$ cat config.mk
export PLATFORM = sky130hd
export DESIGN_NAME = windowed_peak_hold_meter
export DESIGN_NICKNAME = d
export VERILOG_FILES = /design/src/rtl/wphm_pkg.sv /design/src/rtl/wphm_fold.sv /design/src/rtl/windowed_peak_hold_meter.sv
export SDC_FILE = /design/constraint.sdc
export NUM_CORES = 2
export LEC_CHECK = 0
export CORE_ASPECT_RATIO = 0.7
export CORE_MARGIN = 2
export CORE_UTILIZATION = 58
export DETAILED_ROUTE_END_ITERATION = 7
export DONT_BUFFER_PORTS = 1
export GPL_ROUTABILITY_DRIVEN = 0
export PLACE_DENSITY = 0.74
export SKIP_CTS_REPAIR_TIMING = 1
export SLEW_MARGIN = 0
export SYNTH_ARGS = -nofsm -noshare
export SYNTH_HDL_FRONTEND = slang
export SYNTH_SLANG_ARGS = --single-unit
$ cat constraint.sdc
create_clock -name clk -period 7 [get_ports clk]
set_clock_uncertainty 0.15 [all_clocks]
set_input_delay 0.35 -clock clk [delete_from_list [all_inputs] [get_ports clk]]
set_output_delay 0.35 -clock clk [all_outputs]
set_load 0.02 [all_outputs]
$ cat src/rtl/wphm_pkg.sv
// ----------------------------------------------------------------------------
// wphm_pkg: shared definitions for the windowed peak-hold meter
// Widths, level constants, the controller states and the fold control bundle.
// ----------------------------------------------------------------------------
package wphm_pkg;

  localparam int IDX_W       = 6;
  localparam int STORE_DEPTH = 1 << IDX_W;
  localparam int CNT_W       = IDX_W + 1;
  localparam int LEVEL_BITS  = 16;
  localparam int STAMP_W     = 32;
  localparam int WIN_W       = 16;
  localparam int ENTRY_W     = STAMP_W + LEVEL_BITS;
  localparam int OUT_W       = 3 * LEVEL_BITS + 1 + CNT_W;
  localparam int OUT_BYTES_W = ((OUT_W + 7) / 8) * 8;

  localparam logic [LEVEL_BITS-1:0] FULL_SCALE   = LEVEL_BITS'(1) << (LEVEL_BITS - 2);
  localparam logic [WIN_W-1:0]      WINDOW_RESET = WIN_W'(1500);

  // Register map, word addressed.
  localparam logic REG_WINDOW   = 1'b0;
  localparam logic REG_SHOW_MIN = 1'b1;

  typedef enum logic [2:0] {
    ST_IDLE,
    ST_EXP_RD,
    ST_EXP_CHK,
    ST_RB,
    ST_DONE
  } wphm_state_t;

  typedef struct packed {
    logic clear;
    logic fold;
  } fold_ctl_t;

endpackage

$ cat src/rtl/wphm_fold.sv
// ----------------------------------------------------------------------------
// wphm_fold: rebuild accumulator
// Folds a stream of stored levels into maximum, minimum and clip state.
// ----------------------------------------------------------------------------
module wphm_fold import wphm_pkg::*; (
  input  logic                  clk,
  input  fold_ctl_t             ctl,
  input  logic [LEVEL_BITS-1:0] level,
  output logic [LEVEL_BITS-1:0] max_level,
  output logic [LEVEL_BITS-1:0] min_level,
  output logic                  clip
);

  logic [LEVEL_BITS-1:0] max_r;
  logic [LEVEL_BITS-1:0] min_r;
  logic                  clip_r;

  always_ff @(posedge clk) begin
    if (ctl.clear) begin
      max_r  <= '0;
      min_r  <= FULL_SCALE;
      clip_r <= 1'b0;
    end else if (ctl.fold) begin
      if (level > max_r) max_r <= level;
      if (level < min_r) min_r <= level;
      if (level > FULL_SCALE) clip_r <= 1'b1;
    end
  end

  assign max_level = max_r;
  assign min_level = min_r;
  assign clip      = clip_r;

endmodule

$ cat src/rtl/windowed_peak_hold_meter.sv
// ----------------------------------------------------------------------------
// windowed_peak_hold_meter: sliding-window peak-hold level meter
// Stores level samples with their tick time, expires old ones and rebuilds
// the held maximum, minimum and clip flag from the samples that remain.
// ----------------------------------------------------------------------------
// Usage: each input transfer carries in_tuser (0 level sample, 1 one
// millisecond tick) and in_tdata (the Q2.14 level); each one produces exactly
// one result transfer with the current level, held maximum and minimum, clip
// flag and store occupancy. Samples and stamps share one 64-entry memory.
// Steps from input transfer to result: the oldest entry is read and checked,
// each expired entry is dropped and the next oldest checked, the rebuild walk
// reads and folds the remaining entries if anything was dropped, and the
// output register is loaded; an emptied store ends the check and the walk
// without a read. The next input is taken once the controller is back in
// idle; the longest case is a full store that expires. One item is processed
// at a time. A stalled receiver holds the result in the output register and
// the next item's result in the controller, after which the input stalls.
// Configuration is to be written over APB only while idle; nothing enforces it.
// Reset clears counters, time, held values and both channels, not the memory.
// ----------------------------------------------------------------------------
module windowed_peak_hold_meter import wphm_pkg::*; (
  input  logic                   clk,
  input  logic                   rst_n,
  // Input channel
  input  logic                   in_tvalid,
  output logic                   in_tready,
  input  logic [LEVEL_BITS-1:0]  in_tdata,    // [15:0] level
  input  logic                   in_tuser,    // [0] mode
  // Result channel
  output logic                   out_tvalid,
  input  logic                   out_tready,
  // [15:0] current_level, [31:16] peak_max, [47:32] peak_min,
  // [48] clip_seen, [55:49] entries_held
  output logic [OUT_BYTES_W-1:0] out_tdata,
  // Configuration port
  input  logic                   cfg_psel,
  input  logic                   cfg_penable,
  input  logic                   cfg_pwrite,
  input  logic [2:0]             cfg_paddr,
  input  logic [31:0]            cfg_pwdata,
  output logic [31:0]            cfg_prdata,
  output logic                   cfg_pready
);

  // Configuration registers
  logic [WIN_W-1:0] window_r;
  logic             show_min_r;
  logic             cfg_wr;

  assign cfg_pready = 1'b1;
  assign cfg_wr     = cfg_psel && cfg_penable && cfg_pwrite && cfg_pready;

  always_ff @(posedge clk) begin
    if (!rst_n) begin
      window_r   <= WINDOW_RESET;
      show_min_r <= 1'b0;
    end else if (cfg_wr) begin
      case (cfg_paddr[2])
        REG_WINDOW:   window_r   <= cfg_pwdata[WIN_W-1:0];
        REG_SHOW_MIN: show_min_r <= cfg_pwdata[0];
        default:      ;
      endcase
    end
  end

  always_comb begin
    case (cfg_paddr[2])
      REG_WINDOW:   cfg_prdata = {{(32-WIN_W){1'b0}}, window_r};
      REG_SHOW_MIN: cfg_prdata = {31'b0, show_min_r};
      default:      cfg_prdata = '0;
    endcase
  end

  // Controller state
  wphm_state_t           state_r, state_nxt;
  logic [IDX_W-1:0]      oldest_r, oldest_nxt;
  logic [CNT_W-1:0]      count_r, count_nxt;
  logic [STAMP_W-1:0]    time_r, time_nxt;
  logic [LEVEL_BITS-1:0] max_r, max_nxt;
  logic [LEVEL_BITS-1:0] min_r, min_nxt;
  logic                  clip_r, clip_nxt;
  logic [LEVEL_BITS-1:0] last_r, last_nxt;
  logic                  dropped_r, dropped_nxt;
  logic [IDX_W-1:0]      rd_ptr_r, rd_ptr_nxt;
  logic [CNT_W-1:0]      rd_left_r, rd_left_nxt;
  logic                  rd_vld_r, rd_vld_nxt;
  logic                  out_valid_r, out_valid_nxt;
  logic [OUT_W-1:0]      out_data_r, out_data_nxt;

  // Entry memory: {stamp, level}
  logic [ENTRY_W-1:0]    mem [STORE_DEPTH];
  logic [ENTRY_W-1:0]    rd_data_r;
  logic                  mem_we, mem_re;
  logic [IDX_W-1:0]      wr_addr, rd_addr;
  logic [ENTRY_W-1:0]    wr_data;

  always_ff @(posedge clk) begin
    if (mem_we) mem[wr_addr] <= wr_data;
    if (mem_re) rd_data_r <= mem[rd_addr];
  end

  logic [LEVEL_BITS-1:0] rd_level;
  logic [STAMP_W-1:0]    rd_stamp;
  logic [STAMP_W-1:0]    age;
  logic                  expired;
  logic                  in_xfer;
  logic                  out_free;
  logic                  rb_done;

  assign rd_level = rd_data_r[LEVEL_BITS-1:0];
  assign rd_stamp = rd_data_r[ENTRY_W-1:LEVEL_BITS];
  assign age      = time_r - rd_stamp;
  assign expired  = age > {{(STAMP_W-WIN_W){1'b0}}, window_r};
  assign in_xfer  = in_tvalid && in_tready;
  assign out_free = !out_valid_r || out_tready;
  assign rb_done  = (rd_left_r == '0) && !rd_vld_r;

  // Rebuild accumulator
  fold_ctl_t             fold_ctl;
  logic [LEVEL_BITS-1:0] fold_max, fold_min;
  logic                  fold_clip;

  wphm_fold u_fold (
    .clk       (clk),
    .ctl       (fold_ctl),
    .level     (rd_level),
    .max_level (fold_max),
    .min_level (fold_min),
    .clip      (fold_clip)
  );

  always_comb begin
    state_nxt     = state_r;
    oldest_nxt    = oldest_r;
    count_nxt     = count_r;
    time_nxt      = time_r;
    max_nxt       = max_r;
    min_nxt       = min_r;
    clip_nxt      = clip_r;
    last_nxt      = last_r;
    dropped_nxt   = dropped_r;
    rd_ptr_nxt    = rd_ptr_r;
    rd_left_nxt   = rd_left_r;
    rd_vld_nxt    = 1'b0;
    out_valid_nxt = out_valid_r && !out_tready;
    out_data_nxt  = out_data_r;
    in_tready     = 1'b0;
    mem_we        = 1'b0;
    mem_re        = 1'b0;
    wr_addr       = oldest_r + count_r[IDX_W-1:0];
    wr_data       = {time_r, in_tdata};
    rd_addr       = oldest_r;
    fold_ctl      = '0;

    case (state_r)
      ST_IDLE: begin
        in_tready = 1'b1;
        if (in_xfer) begin
          dropped_nxt = 1'b0;
          state_nxt   = ST_EXP_RD;
          if (!in_tuser) begin
            last_nxt = in_tdata;
            if (in_tdata > FULL_SCALE) clip_nxt = 1'b1;
            if (in_tdata >= max_r) max_nxt = in_tdata;
            if (show_min_r && in_tdata <= min_r) min_nxt = in_tdata;
            // A full store drops its oldest entry and the new sample takes
            // that slot; the wrapped write address is the same either way.
            mem_we = 1'b1;
            if (count_r == CNT_W'(STORE_DEPTH)) begin
              oldest_nxt  = oldest_r + 1'b1;
              dropped_nxt = 1'b1;
            end else begin
              count_nxt = count_r + 1'b1;
            end
          end else begin
            time_nxt = time_r + 1'b1;
          end
        end
      end
      ST_EXP_RD: begin
        if (count_r != '0) begin
          mem_re    = 1'b1;
          state_nxt = ST_EXP_CHK;
        end else if (dropped_r) begin
          fold_ctl.clear = 1'b1;
          rd_left_nxt    = '0;
          state_nxt      = ST_RB;
        end else begin
          state_nxt = ST_DONE;
        end
      end
      ST_EXP_CHK: begin
        if (expired) begin
          oldest_nxt  = oldest_r + 1'b1;
          count_nxt   = count_r - 1'b1;
          dropped_nxt = 1'b1;
          state_nxt   = ST_EXP_RD;
        end else if (dropped_r) begin
          fold_ctl.clear = 1'b1;
          rd_ptr_nxt     = oldest_r;
          rd_left_nxt    = count_r;
          state_nxt      = ST_RB;
        end else begin
          state_nxt = ST_DONE;
        end
      end
      ST_RB: begin
        // Reads are issued back to back; each level is folded in the cycle after its read.
        fold_ctl.fold = rd_vld_r;
        rd_addr       = rd_ptr_r;
        if (rd_left_r != '0) begin
          mem_re      = 1'b1;
          rd_vld_nxt  = 1'b1;
          rd_ptr_nxt  = rd_ptr_r + 1'b1;
          rd_left_nxt = rd_left_r - 1'b1;
        end
        if (rb_done) begin
          max_nxt   = fold_max;
          min_nxt   = fold_min;
          clip_nxt  = fold_clip;
          state_nxt = ST_DONE;
        end
      end
      ST_DONE: begin
        if (out_free) begin
          out_valid_nxt = 1'b1;
          out_data_nxt  = {count_r, clip_r, min_r, max_r, last_r};
          state_nxt     = ST_IDLE;
        end
      end
      default: state_nxt = ST_IDLE;
    endcase
  end

  always_ff @(posedge clk) begin
    if (!rst_n) begin
      state_r     <= ST_IDLE;
      oldest_r    <= '0;
      count_r     <= '0;
      time_r      <= '0;
      max_r       <= '0;
      min_r       <= '0;
      clip_r      <= 1'b0;
      last_r      <= '0;
      dropped_r   <= 1'b0;
      rd_left_r   <= '0;
      rd_vld_r    <= 1'b0;
      out_valid_r <= 1'b0;
    end else begin
      state_r     <= state_nxt;
      oldest_r    <= oldest_nxt;
      count_r     <= count_nxt;
      time_r      <= time_nxt;
      max_r       <= max_nxt;
      min_r       <= min_nxt;
      clip_r      <= clip_nxt;
      last_r      <= last_nxt;
      dropped_r   <= dropped_nxt;
      rd_left_r   <= rd_left_nxt;
      rd_vld_r    <= rd_vld_nxt;
      out_valid_r <= out_valid_nxt;
    end
  end

  always_ff @(posedge clk) begin
    rd_ptr_r   <= rd_ptr_nxt;
    out_data_r <= out_data_nxt;
  end

  assign out_tvalid = out_valid_r;
  assign out_tdata  = OUT_BYTES_W'(out_data_r);

`ifndef SYNTH
  a_count_bound: assert property (@(posedge clk) disable iff (!rst_n)
    count_r <= CNT_W'(STORE_DEPTH))
    else $error("store occupancy above depth");

  a_chk_nonempty: assert property (@(posedge clk) disable iff (!rst_n)
    state_r == ST_EXP_CHK |-> count_r != '0)
    else $error("expiry check on an empty store");

  a_fold_in_rb: assert property (@(posedge clk) disable iff (!rst_n)
    rd_vld_r |-> state_r == ST_RB)
    else $error("rebuild read data outside the rebuild walk");

  a_result_from_done: assert property (@(posedge clk) disable iff (!rst_n)
    $rose(out_valid_r) |-> $past(state_r == ST_DONE))
    else $error("result loaded outside the done state");
`endif

endmodule
## Word-level counts from Yosys, hierarchy flattened

Memory sizes are Yosys's and may differ from the RTL's. A register that Yosys moved wholly into a read port is not among the register bits.
Index checks and enable logic that the tools add are counted.

- Register bits after elaboration: 219
- Latch bits: 0
- Bits in writable memories: 3072
- Bits in read-only memories: 0
- Bits of input ports: 59
- Output and inout port bits: 91
- Logic and storage cells: 158
- Memories: 1

Memories:

| memory | words | bits a word | read ports | clocked after memory_dff | wr ports | line | text |
|---|---|---|---|---|---|---|---|
| mem | 64 | 48 | 1 | 1 | 1 | windowed_peak_hold_meter.sv:91 | `logic [ENTRY_W-1:0] mem [STORE_DEPTH];` |

- $add $sub $neg: 8
- Multiply operators: 0
- Divide/modulo/power cells: 0
- $lt $le $gt $ge: 7
- Equal/unequal tests: 20
- Shift-type cells: 0
- Multiplexer cells: 65
- Bitwise logic cells: 2
- Reduce and logical (&&, ||, !) cells: 36

Operator list:

| operator | number |
|---|---|
| $mux 16 | 8 |
| $pmux 16 s2 | 2 |
| $pmux 32 s2 | 1 |
| $mux 7 | 9 |
| $mux 6 | 8 |
| $add 32x1->32 const B | 1 |
| $gt 16x15->1 const B | 2 |
| $gt 32x16->1 | 1 |
| $sub 32x32->32 | 1 |
| $ne 2x2->1 const B | 15 |
| $reduce_and 5->1 | 5 |
| $pmux 6 s2 | 2 |
| $mux 1 | 22 |
| $pmux 7 s3 | 1 |
| $mux 3 | 6 |
| $ge 16x16->1 | 1 |
| $gt 16x16->1 | 1 |
| $le 16x16->1 | 1 |
| $lt 16x16->1 | 1 |
| $pmux 3 s5 | 1 |
| $pmux 7 s2 | 1 |
| $reduce_and 2->1 | 7 |
| $reduce_bool 7->1 | 2 |
| $sub 7x1->7 const B | 2 |
| 19 further kinds | 37 |

## Longest topological paths before layout

- Word-level depth: 7
- Depth in mapped cells: 22
- Gate-level depth less buffers: 21

## Hierarchy

From an unflattened synthesis, not the netlist that was laid out.

- Cells, all modules: 6974
- Area total of the unflattened synthesis: 132847.4 um^2

By module, submodules not included:

| module | times used | cells each | area an instance (um^2) | seq. area each (um^2) |
|---|---|---|---|---|
| windowed_peak_hold_meter | 1 | 6747 | 130720.4 | 98034.0 |
| wphm_fold | 1 | 227 | 2127.0 | 660.6 |

## Worst setup path before layout

OpenSTA, ideal clock, no wires.

- Kind: reg-to-reg
- Start point: reg time_r[0]
- End point: reg rd_ptr_r[0], enable pin
- Library setup time: 0.377 ns
- Arrival time: 5.161 ns
- Data required time: 6.473 ns
- Path slack: 1.312 ns
- Stages on the path, launching flop included: 20
- Path buffers: 0
- Period minus slack after synthesis: 5.688 ns
- Cell sequence: dfxtp_1 > inv_1 > ha_1 > fa_1 > nand2b_1 > a211oi_2 > nor2_1 > nor2_1 > nor2_1 > xnor2_1 > ha_1 > and2_1 > a221oi_1 > o21ai_0 > a22o_1 > nor4_1 > o2111ai_1 > nor4_4 > nand2_2 > o21ai_0

- Cells in the longest elaborated chain, start to end: 4

RTL lines:

| what | line | text |
|---|---|---|
| start: declaration | windowed_peak_hold_meter.sv:78 | `logic [STAMP_W-1:0] time_r, time_nxt;` |
| start signal: assignment | windowed_peak_hold_meter.sv:253 | `time_r <= time_nxt;` |
| $sub 32x32->32 | windowed_peak_hold_meter.sv:112 | `assign age = time_r - rd_stamp;` |
| $gt 32x16->1 | windowed_peak_hold_meter.sv:113 | `assign expired = age > {{(STAMP_W-WIN_W){1'b0}}, window_r};` |
| $ne 2x2->1 (no line) | n/a |  |
| $reduce_and 4->1 (no line) | n/a |  |
| end signal: assignment | windowed_peak_hold_meter.sv:266 | `rd_ptr_r <= rd_ptr_nxt;` |
| end: declaration | windowed_peak_hold_meter.sv:84 | `logic [IDX_W-1:0] rd_ptr_r, rd_ptr_nxt;` |

Every way passes these cells.
A chain may end at the register's enable or synchronous reset.

## Worst setup path in the final report

- Start point: reg time_r[1]
- End point: reg rd_ptr_r[5], enable pin

The elaborated chain is that of the path after synthesis.

==> qor.csv <==
metric,value,unit
Worst Hold Class,input port to flop,
relative slew slack,-0.0422,
Post-Syn Area per Cell,12.6,µm²
leakage,52.9,nW
Final period util,0.885,
First-pass DRT Iterations,8,
RSZ-0062 raised after global routing,false,
Clock H-tree levels,5,
Buf/Inv on CP,1,
"Top cell by count, worst path",nor2_1,
antenna-violating nets left,0,
Levels on crit path,18,
global-route wire length before repair,554000,µm
fin nets,10915,
TritonCTS Buffers,303,
drt total wl,383000,µm
WL/cell,27.3,µm
WP data arrival,6.52,ns
Core ar.,0.233,mm²
Yosys reg bits,3339,
Initial Util,0.585,
design area,0.151,mm²
Die Width,583,µm
Clock transition at path regs,0.07,ns
"Max stage delay cell, worst path",nor4_4,
"commonest non-fill, non-tap cells in the layout","nand2_1, edfxtp_1, nand3_1",
"Cell Area, Synth",0.136,mm²
final setup fails,0,
hold depth,3,
Vias,91578,
DR iter-0 viols,15083,
Max-cap violations,1,
Final Slew Violations,6,
maximum clock insertion buffer count,4,
"Clk Latency, worst-skew pair",0.88,ns
Post-synth EDFFs,3182,
"commonest non-fill, non-tap cell in the layout",nand2_1,
buffers added on ports,0,
Fin. Hold Viols,0,
Hold Slack,0.0509,ns
"delay-heaviest family, CP",simple AND/OR/NAND/NOR gates,
Max VDD drop,0.218,mV
Yosys warning count,0,
status,finished with violations,
Die ar.,0.239,mm²
DR vias/cell,6.53,
clock root buffer,clkbuf_16,
residual DRC count,0,
R2R cell count,18,
Ports,150,
layout cells sized above 1,0.0792,
Cell Rows,148,
Total GRT Usage,0.311,
PwrDens,263,mW/mm²
"FFs w/ async S/R, synth",0,
setup TNS,0,ns
die height,409,µm
slew of the pin with the lowest slew margin,1.56,ns
Area after DPL,0.141,mm²
Worst Path Required,7.32,ns
dpl hpwl,204000,µm
Critical Path End Type,flop,
Critical Path Max Stage Delay,0.78,ns
largest net degree at the start of global routing,191,
"Cell Chain, Critical Path",inv_1 -> fa_1 -> nand2b_1 -> a211oi_2 -> nor2_1 -> nor2_1 -> nor2_1 -> xnor2_1 -> ha_1 -> and2_1 -> a221oi_1 -> o21ai_0 -> a22o_1 -> nor4_1 -> o2111ai_1 -> nor4_4 -> nand2_2 -> o21ai_0,
GRT overflow,0,
CP Class,flop to flop,
FMAX,161,MHz
vias in the first global route,86254,
synth unique cells,72,
sequential share of the synthesized area,0.725,
Post-Synthesis Cells,10760,
failing checks,"capacitance limit, slew limit",
"Max FO, Critical Path",19,
crit path time final,6.20,ns
Synth Flop Type,edfxtp_1,
area grow syn2layout,11.3,%
Tot Pwr,39.9,mW
CP Launch Type,flop,
initial antenna violation count,16,
CTS Sinks,3339,
CTS tree,built,
worst reg2reg max path, cell delays in order (launching register included):
cell	delay, ns
dfxtp_2	0.56
inv_1	0.12
fa_1	0.46
nand2b_1	0.19
a211oi_2	0.33
nor2_1	0.14
nor2_1	0.13
nor2_1	0.06
xnor2_1	0.18
ha_1	0.26
and2_1	0.15
a221oi_1	0.26
o21ai_0	0.12
a22o_1	0.27
nor4_1	0.46
o2111ai_1	0.29
nor4_4	0.78
nand2_2	0.21
o21ai_0	0.71
Yosys cell counts (all sizes together), types with 126 or more instances:
| cell | count | area [µm²] |
|---|---|---|
| clkbuf | 545 | 2050 |
| edfxtp | 3182 | 95600 |
| buf | 201 | 983 |
| a211oi | 176 | 1350 |
| inv | 133 | 499 |
| ha | 126 | 1580 |
| a21oi | 290 | 1470 |
| and3 | 397 | 2480 |
| nor2 | 251 | 942 |
| nand3 | 802 | 4010 |
| a311oi | 594 | 5200 |
| dfxtp | 157 | 3140 |
| a31oi | 197 | 1230 |
| nand2 | 3273 | 12300 |
routing by layer:
| layer | vias up | track usage | wire, µm |
|---|---|---|---|
| li1 | 39581 | - | - |
| met4 | 4 | 0.112 | 15200 |
| met2 | 6347 | 0.464 | 169000 |
| met5 | - | 0 | 23 |
| met3 | 955 | 0.0764 | 54300 |
| met1 | 44691 | 0.449 | 145000 |
sequential cells by signal, summed over array words and instances (netlist names):
signal	cells
last_r	16
state_r	3
rd_left_r	7
show_min_r	1
out_tvalid	1
dropped_r	1
time_r	32
oldest_r	6
rd_ptr_r	6
u_fold.max_level	16
rd_data_r	48
min_r	16
u_fold.clip	1
rd_vld_r	1
mem	3072
max_r	16
clip_r	1
window_r	16
out_tdata	56
u_fold.min_level	16
count_r	7
layout make-up:
cell class / instances / area, µm²
antenna: 1 / 2.50
clock buffer: 385 / 8250
clock inverter: 140 / 1320
fill: 15970 / 81300
inverter: 133 / 500
multi-input combinational: 6557 / 34500
sequential: 3339 / 98700
tap: 3075 / 3850
timing repair buffer: 393 / 4290
logic make-up (layout without fill, tap and decap cells):
logic type,Yosys count,after routing,synth area share
XOR/XNOR,67,67,0.00431
AO/OA/AOI/OAI,1454,1454,0.0781
multiplexers,49,49,0.00362
adder cells (fa/ha/maj),129,129,0.0120
flip-flops,3339,3339,0.725
buffers and inverters,879,1051,0.0259
AND/OR/NAND/NOR,4841,4841,0.151
other,2,18,0.0000552
path summary, 6_finish.rpt:
kind / from / to / slack, ns
worst max-delay path: time_r[1] / rd_ptr_r[5] / 0.80
worst min-delay path: in_tuser / last_r[14] / 0.05
worst max register to register: time_r[1] / rd_ptr_r[5] / 0.80
worst min register to register: max_r[5] / out_tdata[21] / 0.26
report_power, final:
| group | total, mW | internal, mW | switching, mW |
|---|---|---|---|
| combinational | 1.51 | 0.440 | 1.07 |
| clock | 16.4 | 9.22 | 7.19 |
| sequential | 21.9 | 21.8 | 0.106 |
| total | 39.9 | 31.5 | 8.36 |
per-stage QoR:
| stage | util | setup WS, ns | instances |
|---|---|---|---|
| finish | 0.651 | 0.803 | 14023 |
| global route | 0.651 | 0.443 | 14022 |
| CTS | 0.646 | 0.952 | 13936 |
| detailed placement | 0.605 | 1.00 | 13411 |
| global placement | 0.605 | 0.947 | 13411 |
| floorplan | - | 1.31 | 10775 |
Note: power is estimated with default switching activity, not from simulation.
